<file path="config.mk">
export PLATFORM = sky130hd
export DESIGN_NAME = hex_ascii_length_frame_receiver_core
export DESIGN_NICKNAME = d
export VERILOG_FILES = /design/src/design/hexlfr_pkg.sv /design/src/design/hex_ascii_length_frame_receiver_core.sv
export SDC_FILE = /design/constraint.sdc
export NUM_CORES = 1
export LEC_CHECK = 0
export BUFFER_PORTS_ARGS = -buffer_cell sky130_fd_sc_hd__buf_2
export CAP_MARGIN = 20
export CORE_UTILIZATION = 47
export DETAILED_ROUTE_END_ITERATION = 6
export PLACE_DENSITY = 0.74
export SYNTH_ARGS = -nofsm -noshare
export SYNTH_HDL_FRONTEND = slang
export SYNTH_SLANG_ARGS = --single-unit
</file>
<file path="constraint.sdc">
create_clock -name clk -period 2.15 [get_ports clk]
set_input_delay 0.3225 -clock clk [delete_from_list [all_inputs] [get_ports clk]]
set_output_delay 0.3225 -clock clk [all_outputs]
set_load 0.02 [all_outputs]
</file>
<file path="src/design/hexlfr_pkg.sv">
`timescale 1ns / 1ps
// ----------------------------------------------------------------------------
// hexlfr_pkg
// Types, codes and helpers for the hex ASCII length frame receiver.
// ----------------------------------------------------------------------------
package hexlfr_pkg;

    typedef enum logic [1:0] {
        STATUS_DATA       = 2'd0,
        STATUS_RESET_MARK = 2'd1,
        STATUS_ZERO_LEN   = 2'd2,
        STATUS_OVERRUN    = 2'd3
    } status_t;

    localparam logic [7:0] LEN_RESET_MARK   = 8'hFF;
    localparam logic [7:0] LEN_ZERO         = 8'h00;
    localparam logic [7:0] BUFFER_SIZE_INIT = 8'd64;

    // Register index of buffer_size.
    localparam logic REG_BUFFER_SIZE = 1'b0;

    typedef struct packed {
        logic [7:0] byte_value;
        logic [7:0] byte_index;
        status_t    status;
        logic       last_of_frame;
    } result_t;

    // Non-hex characters decode as zero.
    function automatic logic [3:0] hex_nibble(input logic [7:0] c);
        logic [7:0] d;
        begin
            d = 8'd0;
            if (c >= 8'h30 && c <= 8'h39)
            begin
                d = c - 8'h30;
            end
            else if (c >= 8'h41 && c <= 8'h46)
            begin
                d = c - 8'h37;
            end
            else if (c >= 8'h61 && c <= 8'h66)
            begin
                d = c - 8'h57;
            end
            return d[3:0];
        end
    endfunction

endpackage

</file>
<file path="src/design/hex_ascii_length_frame_receiver_core.sv">
`timescale 1ns / 1ps
// ----------------------------------------------------------------------------
// hex_ascii_length_frame_receiver_core
// Pairs hex characters into bytes and tracks length-prefixed frames.
// ----------------------------------------------------------------------------
//  channel   | direction | handshake            | payload
//  ----------+-----------+----------------------+-----------------------------
//  char      | in        | char_valid/char_stall| ascii_char
//  byte      | out       | byte_valid/byte_stall| byte_value, byte_index,
//            |           |                      | status, last_of_frame
//  apb       | in        | psel/penable/pready  | paddr, pwdata, prdata
//
//  One character a cycle while char_stall is low. A byte beat is registered
//  into the output register once its second character is taken; a skid
//  register holds one more beat while the byte side stalls, and char_stall
//  rises only while the skid register is full. Reset clears the nibble,
//  count and frame state and sets buffer_size to 64.
// ----------------------------------------------------------------------------
module hex_ascii_length_frame_receiver_core
    import hexlfr_pkg::*;
(
    input  logic       clk,
    input  logic       rst_n,

    input  logic       char_valid,
    output logic       char_stall,
    input  logic [7:0] ascii_char,

    output logic       byte_valid,
    input  logic       byte_stall,
    output logic [7:0] byte_value,
    output logic [7:0] byte_index,
    output logic [1:0] status,
    output logic       last_of_frame,

    input  logic       psel,
    input  logic       penable,
    input  logic       pwrite,
    input  logic [2:0] paddr,
    input  logic [31:0] pwdata,
    output logic [31:0] prdata,
    output logic       pready
);

    logic [7:0] buffer_size_reg;
    logic       nibble_pending_reg, nibble_pending_next;
    logic [3:0] high_nibble_reg,    high_nibble_next;
    logic [7:0] byte_count_reg,     byte_count_next;
    logic [7:0] frame_length_reg,   frame_length_next;

    logic       out_valid_reg,  out_valid_next;
    result_t    out_data_reg,   out_data_next;
    logic       skid_valid_reg, skid_valid_next;
    result_t    skid_data_reg,  skid_data_next;

    logic       accept;
    logic       res_valid;
    result_t    res;
    logic [3:0] nib;
    logic [7:0] value;
    logic [7:0] count_inc;
    logic       cfg_write;

    assign pready    = 1'b1;
    assign cfg_write = psel && penable && pwrite && (paddr[2] == REG_BUFFER_SIZE);
    assign prdata    = (paddr[2] == REG_BUFFER_SIZE) ? {24'd0, buffer_size_reg} : 32'd0;

    assign char_stall = skid_valid_reg;
    assign accept     = char_valid && !skid_valid_reg;

    assign nib       = hex_nibble(ascii_char);
    assign value     = {high_nibble_reg, nib};
    assign count_inc = byte_count_reg + 8'd1;
    assign res_valid = accept && nibble_pending_reg;

    always_comb
    begin
        nibble_pending_next = nibble_pending_reg;
        high_nibble_next    = high_nibble_reg;
        byte_count_next     = byte_count_reg;
        frame_length_next   = frame_length_reg;
        res.byte_value      = value;
        res.byte_index      = byte_count_reg;
        res.status          = STATUS_DATA;
        res.last_of_frame   = 1'b0;

        if (accept)
        begin
            if (!nibble_pending_reg)
            begin
                high_nibble_next    = nib;
                nibble_pending_next = 1'b1;
            end
            else
            begin
                nibble_pending_next = 1'b0;
                if (byte_count_reg == 8'd0)
                begin
                    if (value == LEN_ZERO)
                    begin
                        res.status = STATUS_ZERO_LEN;
                    end
                    else if (value == LEN_RESET_MARK)
                    begin
                        res.status = STATUS_RESET_MARK;
                    end
                    else
                    begin
                        frame_length_next = value;
                        if (value == 8'd1)
                        begin
                            res.last_of_frame = 1'b1;
                        end
                        else
                        begin
                            byte_count_next = 8'd1;
                        end
                    end
                end
                else if (count_inc == buffer_size_reg)
                begin
                    // drop the frame
                    res.status      = STATUS_OVERRUN;
                    byte_count_next = 8'd0;
                end
                else if (count_inc == frame_length_reg)
                begin
                    res.last_of_frame = 1'b1;
                    byte_count_next   = 8'd0;
                end
                else
                begin
                    byte_count_next = count_inc;
                end
            end
        end
    end

    // Output register with one skid beat behind it.
    always_comb
    begin
        out_valid_next  = out_valid_reg;
        out_data_next   = out_data_reg;
        skid_valid_next = skid_valid_reg;
        skid_data_next  = skid_data_reg;
        if (!out_valid_reg || !byte_stall)
        begin
            if (skid_valid_reg)
            begin
                out_valid_next  = 1'b1;
                out_data_next   = skid_data_reg;
                skid_valid_next = 1'b0;
            end
            else
            begin
                out_valid_next = res_valid;
                out_data_next  = res;
            end
        end
        else if (res_valid)
        begin
            skid_valid_next = 1'b1;
            skid_data_next  = res;
        end
    end

    always_ff @(posedge clk or negedge rst_n)
    begin
        if (!rst_n)
        begin
            buffer_size_reg    <= BUFFER_SIZE_INIT;
            nibble_pending_reg <= 1'b0;
            high_nibble_reg    <= 4'd0;
            byte_count_reg     <= 8'd0;
            frame_length_reg   <= 8'd0;
            out_valid_reg      <= 1'b0;
            skid_valid_reg     <= 1'b0;
        end
        else
        begin
            if (cfg_write)
            begin
                buffer_size_reg <= pwdata[7:0];
            end
            nibble_pending_reg <= nibble_pending_next;
            high_nibble_reg    <= high_nibble_next;
            byte_count_reg     <= byte_count_next;
            frame_length_reg   <= frame_length_next;
            out_valid_reg      <= out_valid_next;
            skid_valid_reg     <= skid_valid_next;
        end
    end

    always_ff @(posedge clk)
    begin
        out_data_reg  <= out_data_next;
        skid_data_reg <= skid_data_next;
    end

    assign byte_valid    = out_valid_reg;
    assign byte_value    = out_data_reg.byte_value;
    assign byte_index    = out_data_reg.byte_index;
    assign status        = out_data_reg.status;
    assign last_of_frame = out_data_reg.last_of_frame;

endmodule

</file>
Word-level counts from Yosys, hierarchy flattened
Cells that the tools add are included.

Register bits after elaboration: 69. Logic and storage cells: 82.

Add/subtract/negate cells: 4. $lt $le $gt $ge: 6. Eq/ne operators: 7. Mux-type cells: 26. Bitwise gates (word level): 5. Reduce and logical (&&, ||, !) cells: 19.

Operator list (number): 8-bit 2-to-1 mux (7); 19-bit 2-to-1 mux (1); 8-bit == test (2); 8-bit by 7-bit >= comparator with 1-bit output, second input constant (2); 8-bit by 7-bit less-or-equal comparator with 1-bit output, second input constant (2); 8-bit logical NOT (2); 4-bit 2-to-1 mux (3); 1-bit 2-to-1 mux (10); 5-bit AND reduction (2); 3-bit 2-to-1 mux (3); 8-bit by 1-bit adder with 8-bit output, second input constant (1); 8-bit by 1-bit == test with 1-bit output, second input constant (1); 8-bit == test, second input constant (1); 8-bit by 6-bit >= comparator with 1-bit output, second input constant (1); 8-bit by 6-bit less-or-equal comparator with 1-bit output, second input constant (1); 1-bit logical AND (8); 4-bit by 3-bit subtractor with 4-bit output, second input constant (2); 2-bit != test, second input constant (3); 1-bit inverter (5); 2-bit 2-to-1 mux (2); 2-bit AND reduction (2); 4-bit by 1-bit subtractor with 4-bit output, second input constant (1); 1-bit logical NOT (3); 2-bit nonzero test (1); 1-bit logical OR (1).

Longest topological paths before layout
Gate-level depths: netlist (run 1).

Depth in word-level cells: 13. Gate-level depth with buffers: 10.

Worst setup path before layout (run 1)
Ideal clock, no wire load.

Kind: input port to flip-flop. From: input ascii_char[3]. To: register frame_length_reg[0]. Arrival: 2.377 ns. Required time: 2.025 ns. Slack: -0.352 ns. Cell stages on the path: 8. Path buffers: 1. Cells stage by stage: or4b_4 -> a311oi_2 -> or2_1 -> a211o_2 -> nor2_1 -> or4_1 -> buf_6 -> mux2_4.

Word-level cells in the longest chain between the ends: 8. Elaborated cells between the ends (all ways): 20. Classes of those cells: add/sub (3); order compare (6); eq/ne (1); mux (3); bitwise (2); reduce/logical (5).

RTL lines: from (decl) (RTL line hex_ascii_length_frame_receiver_core.sv:27) `input logic [7:0] ascii_char,`; 8-bit by 7-bit >= comparator with 1-bit output or 8-bit by 7-bit less-or-equal comparator with 1-bit output (tied branches) (RTL line hexlfr_pkg.sv:42) `else if (c >= 8'h61 && c <= 8'h66)`; 1-bit logical AND (RTL line hexlfr_pkg.sv:42); 4-bit 2-to-1 mux (RTL line hexlfr_pkg.sv:42); 4-bit 2-to-1 mux (RTL line hexlfr_pkg.sv:38) `else if (c >= 8'h41 && c <= 8'h46)`; 4-bit 2-to-1 mux (*) (RTL line hexlfr_pkg.sv:34) `if (c >= 8'h30 && c <= 8'h39)`; 8-bit == test or 8-bit logical NOT (tied branches) (RTL line hex_ascii_length_frame_receiver_core.sv:103, hex_ascii_length_frame_receiver_core.sv:99); 1-bit inverter (no line); 5-bit AND reduction (no line); to (signal assigned) (RTL line hex_ascii_length_frame_receiver_core.sv:188) `frame_length_reg <= frame_length_next;`; to (decl) (RTL line hex_ascii_length_frame_receiver_core.sv:49) `logic [7:0] frame_length_reg, frame_length_next;`.

Every way passes the cells marked *; elsewhere a longest branch is shown, timed or not. A chain may end at the register's enable or synchronous reset.

Worst setup path in the final report (run 1)
From: input ascii_char[3]. To: register frame_length_reg[6].

Word-level cells in the longest chain between the ends: 8. Elaborated cells between the ends (all ways): 20. Classes of those cells: add/sub (3); order compare (6); eq/ne (1); mux (3); bitwise (2); reduce/logical (5).

RTL lines (RTL line): 8-bit by 7-bit >= comparator with 1-bit output or 8-bit by 7-bit less-or-equal comparator with 1-bit output (tied branches) (hexlfr_pkg.sv:42); 1-bit logical AND (hexlfr_pkg.sv:42); 4-bit 2-to-1 mux (hexlfr_pkg.sv:42); 4-bit 2-to-1 mux (hexlfr_pkg.sv:38); 4-bit 2-to-1 mux (*) (hexlfr_pkg.sv:34); 8-bit == test or 8-bit logical NOT (tied branches) (hex_ascii_length_frame_receiver_core.sv:103, hex_ascii_length_frame_receiver_core.sv:99); 1-bit inverter (no line); 5-bit AND reduction (no line) (*).

Marks and branches as above.

==> out/results.ini, run 1 <==
[outcome]
status=finished with violations
violations=setup timing

[synth]
yosys_most_used_dff=edfxtp_1
syn_inst=310
ys_warn_count=0
synth_edf_count=38
yosysUniqueCellTypes=62
async_reset_ff_share_pct=44.9
avgSynthCellArea_um2=12.0
synth_area_um2=3710
synth.most_common_cell=edfxtp_1
netlist_top_cells_count=edfxtp_1, dfrtp_1, buf_4, mux2_2, nand2_1
synth_top_area_share_pct=30.7
ys_ff_latch=69
synth_area_leaders=edfxtp_1, dfrtp_1, mux2_2
synth.largest_area_cell=edfxtp_1
yosysSeqAreaShare_pct=51.7

[worst_setup_path]
crit_arrival_ns=2.50
cp.required_ns=2.39
critPathMaxStageDelay_ns=0.60
slowest_stage=or4_4
start_kind=input pin
path_class=input pin to register
cp_cell_sequence=buf_6, or4b_4, a311oi_4, or2_1, a211o_2, nor2_2, or4_4, mux2_4
endpoint_kind=register
worst-path-max-fanout=8

[clock_tree]
cts_tree=done
h-tree-depth=3
clk_latency_ns=0.36
ctsRootBufferMaster=clkbuf_8
path_clk_slew_ns=0.08
cts_hold_buf=0
cts_sinks=69
numCtsBuffers=9
clock_path_buffers=2

[sta]
clock_skew_ns=0.0101
layout_min_cycle_time_ns=2.26
fin_crit_sh_pct=105
rsz0062_at_grt=yes
setup_violations=12
hold_viol_final=0
slew-limit-headroom_pct=50.7
slew_viol_final=0
layout_setup_ws_ns=-0.114
max_freq_mhz=442
tightest_slew_ns=0.739

[global_route]
grt_max_degree=32
grt_antenna_before_repair=0
grt_pass1_wl_um=13700
overflow=0
grt_pass1_vias=2742
grt_use_total_pct=21.3

[floorplanning]
io_pins=104
rows=32
die_area_um2=8260
die_y_um=90.9
dieWidth_um=90.9
core-area_um2=7690
start_util_pct=48.3

[drt]
wl_per_cell_um=16.1
drt-vias-per-instance=5.36
drt_first_pass_iters=4
drt-total-wl_um=8360
ant_nets=0
drt_iter0_markers=231
drc_errors=0
routed-via-count=2788

[place]
place_hpwl_um=5680
dp.cells=497
io_buffer_count=52
gp_congestion=0.949

[power]
p_leak_nw=2.16
power_density_nw_per_um2=1160
ir_worst_vdd_mv=0.512

[finish]
antenna_cells=0
final_util_pct=63.0
syn_to_final_growth_pct=30.6
largest_reg_flops=19
final_cells=520
nets=468
drive_gt1_share_pct=49.8

[run]
drv_cap=0

[hold_path]
min-delay-path-class=input pin to asynchronous set/reset pin

-- worst max-delay path, delay by kind of cell --
| family | cells | cell delay [ns] |
|---|---|---|
| and+or+nand+nor | 4 | 1.35 |
| AOI/OAI and AO/OA | 2 | 0.40 |
| muxes | 1 | 0.34 |
| buffers and inverters | 1 | 0.09 |
-- through the flow --
stage	hold WS (ns)	setup TNS [ns]	setup slack (ns)	area, um^2	power [mW]
3_3_place_gp	0.406	-6.63	-0.469	4350	3.97
6_report	0.0214	-1.09	-0.114	4850	5.64
5_1_grt	0.0740	-2.15	-0.167	4850	5.89
3_5_place_dp	0.414	-8.27	-0.553	4350	4.03
2_1_floorplan	0.0269	-2.37	-0.296	3860	3.37
4_1_cts	0.0381	-1.16	-0.137	4710	5.42
-- area by class of cell --
type	instances	area, um^2
Clock buffer	9	124
Sequential cell	69	1920
Tap cell	102	128
Timing Repair Buffer	107	683
Clock inverter	7	105
Fill cell	608	2840
Inverter	6	22.5
Multi-Input combinational cell	220	1860
-- worst paths after layout --
kind	depth (start not counted)	endpoint	startpoint	slack (ns)
setup / recovery	8	frame_length_reg[6]	ascii_char[3]	-0.11
hold reg to reg	2	byte_index[0]	skid_data_reg[3]	0.53
max in group asynchronous	1	byte_count_reg[3]	rst_n	1.61
min in group clk	2	buffer_size_reg[5]	pwdata[5]	0.19
hold / removal	1	byte_valid	rst_n	0.02
setup reg to reg	8	byte_count_reg[7]	byte_count_reg[0]	-0.08
-- cells in the final DEF (no fill, tap or decap), types with 3 or more instances in the layout --
master / count
a21oi_1: 4
edfxtp_1: 38
clkbuf_8: 9
o21ai_0: 6
nand2_1: 15
nor3_1: 6
xnor2_1: 10
inv_1: 4
buf_4: 54
a221o_1: 3
nand4_1: 5
conb_1: 25
a21o_2: 3
nor2_2: 3
mux2_2: 25
nor2b_1: 9
nor2_4: 3
nand2b_1: 6
nor3_2: 4
mux2_4: 8
and2_1: 3
a21o_1: 4
dfrtp_2: 4
inv_6: 3
buf_2: 51
xnor2_2: 3
dfrtp_1: 26
nor2_1: 10
xor2_1: 4
-- routing by layer --
layer | vias up | track usage (%) | part of all wire (%)
li1 | 1281 | - | -
met1 | 1373 | 29.3 | 45
met2 | 118 | 33.2 | 47
met3 | 16 | 3.79 | 6.9
met4 | 0 | 8.99 | 1.7
met5 | - | 0 | 0
-- cells by family after synthesis --
group                    share of synthesized area (%)
other                                            0.202
AO/OA/AOI/OAI                                     8.83
adder cells (fa/ha/maj)                           2.23
flip-flops                                        51.7
buffers and inverters                             7.21
AND/OR/NAND/NOR                                   13.8
multiplexers                                      10.8
XOR/XNOR                                          5.23
-- where the power goes --
| part | switching, mW | internal [mW] | total, mW |
|---|---|---|---|
| registers | 0.202 | 1.77 | 1.97 |
| logic | 1.32 | 1.11 | 2.43 |
| clock network | 0.566 | 0.673 | 1.24 |
-- repair_timing --
item | in CTS | in global routing
gates resized for setup | 22 | 28
endpoints found under the setup margin | 22 | 21
buffers inserted | 5 | 3
pin swaps | 11 | 18
hold endpoints to repair | 0 | 0
cloned | 0 | 0
Note: power is estimated with default switching activity, not from simulation.
==> run 2, diff against run 1 <==
--- a/config.mk
+++ b/config.mk
@@ -6,10 +6,11 @@
 export NUM_CORES = 1
 export LEC_CHECK = 0
 export BUFFER_PORTS_ARGS = -buffer_cell sky130_fd_sc_hd__buf_2
-export CAP_MARGIN = 20
+export CAP_MARGIN = 0
 export CORE_UTILIZATION = 47
 export DETAILED_ROUTE_END_ITERATION = 6
 export PLACE_DENSITY = 0.74
+export REMOVE_ABC_BUFFERS = 1
 export SYNTH_ARGS = -nofsm -noshare
 export SYNTH_HDL_FRONTEND = slang
 export SYNTH_SLANG_ARGS = --single-unit
==> out/results.ini, run 2 (same netlist as run 1, synthesis figures left out) <==
[outcome]
status=finished with violations
violations=setup timing

[worst_setup_path]
cp-startpoint=ascii_char[4]
crit_arrival_ns=2.56
start_kind=input pin
worst-path-max-fanout=8
timing.rr.end=byte_count_reg[7]
endpoint=frame_length_reg[5]
endpoint_kind=register
reg2reg_depth=8
cp.required_ns=2.39
r2r_start=byte_count_reg[0]
path_class=input pin to register
r2r_slack_ns=-0.10

[finish]
drive_gt1_share_pct=51.3
nFillCells=574
nets=481
stdcell_area_um2=4940
final_cell_mix=buf_4, buf_2, edfxtp_1, dfrtp_1
multi_input_area_um2=1870
final_util_pct=64.3
antenna_cells=0
seqCellArea_um2=1920
largest_reg_flops=19
syn_to_final_growth_pct=33.2
final_common_cell=buf_4

[floorplanning]
die_area_um2=8260
dieWidth_um=90.9
core-area_um2=7690
start_util_pct=48.3
die_y_um=90.9
rows=32
io_pins=104

[global_route]
grt_pass1_wl_um=13100
overflow=0
grt_antenna_before_repair=0
grt_use_total_pct=20.4
grt_max_degree=32
grt_pass1_vias=2668

[sta]
max_freq_mhz=431
tightest_slew_ns=0.728
hold_viol_final=0
rsz0062_at_grt=yes
whs_ns=0.0206
clock_skew_ns=0.0116
slew-limit-headroom_pct=51.4
layout_min_cycle_time_ns=2.32
layout_setup_ws_ns=-0.171
setup_violations=14
slew_viol_final=0
fin_crit_sh_pct=108

[clock_tree]
path_clk_slew_ns=0.08
h-tree-depth=3
clock_path_buffers=2
numCtsBuffers=9
cts_tree=done
ctsRootBufferMaster=clkbuf_8
clk_latency_ns=0.36
cts_sinks=69

[place]
place_hpwl_um=5800
dpl-instance-area_um2=4410
io_buffer_count=52
gp_congestion=0.844
dp_slack_ns=-0.583

[drt]
drt_iter0_markers=111
drt_first_pass_iters=4
drt-total-wl_um=8320
wl_per_cell_um=15.6
routed-via-count=2751
drt-vias-per-instance=5.16
ant_nets=0
drc_errors=0

[hold_path]
min-delay-path-class=input pin to asynchronous set/reset pin

[power]
power_mw=5.67
power_density_nw_per_um2=1150
ir_worst_vdd_mv=0.467
p_leak_nw=2.22

[run]
drv_cap=0

-- run 2: cell count changes in the layout (fill, tap and decap cells not counted), moves of 3 or more --
cell,previous run,this run
buf_4,54,63
buf_6,2,6
clkinv_4,0,3
nor3_1,6,3
-- run 2: stage by stage --
step	std cells	TNS [ns]
2_1_floorplan	295	-12.48
4_1_cts	530	-0.965
6_report	533	-1.68
3_3_place_gp	511	-6.98
5_1_grt	533	-3.16
3_5_place_dp	511	-8.60
-- run 2: critical path, cell delays in order --
cell and delay, ns:
buf_6 0.09, or4b_4 0.55, a311oi_4 0.32, or2_1 0.18, a211o_2 0.15, nor2_2 0.04, or4_4 0.58, mux2_4 0.33
-- run 2: what timing repair did --
item | 4_1_cts | 5_1_grt
pin swaps | 16 | 13
buffers inserted | 3 | 4
resized for setup | 34 | 28
hold buffers | 0 | 0
endpoints found under the setup margin | 22 | 22
-- run 2: worst min path at each step --
| stage | endpoint | from | cells after the start |
|---|---|---|---|
| after floorplan | buffer_size_reg[0] | rst_n | 0 |
| after global placement | byte_count_reg[7] | rst_n | 1 |
| after detailed placement | byte_count_reg[3] | rst_n | 1 |
| after CTS | frame_length_reg[0] | rst_n | 1 |
| after global routing | buffer_size_reg[5] | rst_n | 1 |
| final | buffer_size_reg[5] | rst_n | 1 |
-- run 2: area by class of cell --
type | count | area share, %
sequential | 69 | 38.9
multi-input combinational | 220 | 37.7
timing repair buffer | 120 | 16.1
clock buffer | 10 | 2.78
tap | 102 | 2.58
clock inverter | 6 | 1.42
inverter | 6 | 0.456
-- run 2: routing by layer --
| layer | vias to the layer above | wire length, um | part of all wire, % | GRT usage, % |
|---|---|---|---|---|
| met5 | - | 0 | 0 | 0 |
| met4 | 0 | 165 | 2.0 | 8.73 |
| met3 | 12 | 364 | 4.4 | 2.95 |
| met2 | 101 | 4110 | 49 | 33.5 |
| met1 | 1332 | 3680 | 44 | 27.0 |
| li1 | 1306 | - | - | - |
-- run 2: power breakdown --
group          internal [mW]  switching, mW
clock                  0.575          0.528
combinational           1.25           1.35
sequential              1.77          0.195
==> run 3, diff against run 2 <==
--- a/config.mk
+++ b/config.mk
@@ -10,6 +10,7 @@
 export CORE_UTILIZATION = 47
 export DETAILED_ROUTE_END_ITERATION = 6
 export PLACE_DENSITY = 0.74
+export RECOVER_POWER = 25
 export REMOVE_ABC_BUFFERS = 1
 export SYNTH_ARGS = -nofsm -noshare
 export SYNTH_HDL_FRONTEND = slang
==> out/results.ini, run 3 (same netlist as run 1, synthesis figures left out) <==
[clock_tree]
clock_path_buffers=2
ctsRootBufferMaster=clkbuf_8
h-tree-depth=3
cts_tree=done
numCtsBuffers=9
clk_latency_ns=0.36
path_clk_slew_ns=0.08
cts_sinks=69
cts_hold_buf=0

[global_route]
grt_use_total_pct=20.4
grt_antenna_before_repair=0
grt_max_degree=32
grt_pass1_wl_um=13100
grt_pass1_vias=2668
overflow=0

[floorplanning]
dieWidth_um=90.9
start_util_pct=48.3
rows=32
io_pins=104
die_y_um=90.9
core-area_um2=7690
die_area_um2=8260

[sta]
fin_crit_sh_pct=108
clock_skew_ns=0.0112
layout_min_cycle_time_ns=2.32
max_freq_mhz=431
setup_violations=17
slew_viol_final=32
slew-limit-headroom_pct=-15.8
layout_setup_ws_ns=-0.168
hold_viol_final=0
tightest_slew_ns=1.74
rsz0062_at_grt=yes
fin_tns_setup_ns=-2.01

[worst_setup_path]
reg2reg_depth=8
crit_arrival_ns=2.56
slowest_stage=or4_4
critPathMaxStageDelay_ns=0.58
start_kind=input pin
crit_cells=8
endpoint_kind=register
worst-path-max-fanout=8
cp.required_ns=2.39
cp_cell_sequence=buf_6, or4b_4, a311oi_4, or2_1, a211o_2, nor2_2, or4_4, mux2_4
crit_buf_inv=1
crit_family=simple AND/OR/NAND/NOR gates
path_class=input pin to register

[place]
dp_slack_ns=-0.583
dpl-instance-area_um2=4410
place_hpwl_um=5800
gp_congestion=0.844
io_buffer_count=52

[power]
power_mw=5.66
ir_worst_vdd_mv=0.466
p_leak_nw=2.21
power_density_nw_per_um2=1150

[finish]
syn_to_final_growth_pct=32.8
final_util_pct=64.1
stdcell_area_um2=4930
final_cell_mix=buf_4, buf_2, edfxtp_1, dfrtp_1
nets=481
drive_gt1_share_pct=50.1
final_common_cell=buf_4
antenna_cells=0
largest_reg_flops=19

[drt]
drt_first_pass_iters=4
drt-total-wl_um=8310
drc_errors=0
routed-via-count=2743
drt_iter0_markers=113
wl_per_cell_um=15.6
ant_nets=0
drt-vias-per-instance=5.15

[outcome]
violations=capacitance limit, slew limit, setup timing
status=finished with violations

[run]
drv_cap=1

[hold_path]
min-delay-path-class=input pin to register
whs_path_depth=2

[run 3: changes by cell type in the layout (fill, tap and decap cells not counted), sizes merged]
cell | previous run | this run
clkbuf | 10 | 14
buf | 120 | 116
[run 3: per-stage QoR]
step,std cells,hold slack [ns]
floorplan,295,0.0269
global placement,511,0.409
detailed placement,511,0.417
CTS,530,0.0302
global route,533,0.187
finish,533,0.189
[run 3: path summary, 6_finish.rpt]
check / from / to / slack (ns)
max: ascii_char[4] / frame_length_reg[5] / -0.17
min: pwdata[5] / buffer_size_reg[5] / 0.19
min reg2reg: nibble_pending_reg / nibble_pending_reg / 0.52
max in group asynchronous: rst_n / byte_count_reg[4] / 0.61
max reg2reg: byte_count_reg[1] / byte_count_reg[7] / -0.14
min in group asynchronous: rst_n / frame_length_reg[6] / 0.42
[run 3: layer usage]
layer	global-route usage [%]	vias to the layer above	routed length, um
met3	2.95	14	430
li1	-	1306	-
met5	0	-	0
met1	27.0	1320	3610
met4	8.73	0	173
met2	33.5	103	4090
[run 3: report_power, final]
group	switching [mW]	leakage, nW	total, mW	internal (mW)
clock network	0.527	0.107	1.10	0.575
logic	1.36	1.32	2.60	1.24
registers	0.195	0.787	1.96	1.76
total	2.08	2.21	5.66	3.58
[run 3: cell type report]
class	count	area, um^2
inverters	6	22.5
well taps	102	128
clock buffers	10	138
clock inverters	6	70.1
fillers	576	2760
repair buffers	120	783
multi-input cells	220	1870
flip-flops and latches	69	1920
[run 3: timing repair]
| action | CTS | global route |
|---|---|---|
| gates cloned | 0 | 0 |
| buffers inserted | 3 | 4 |
| pin swaps | 16 | 13 |
| endpoints found under the setup margin | 22 | 22 |
| resized for setup | 34 | 28 |
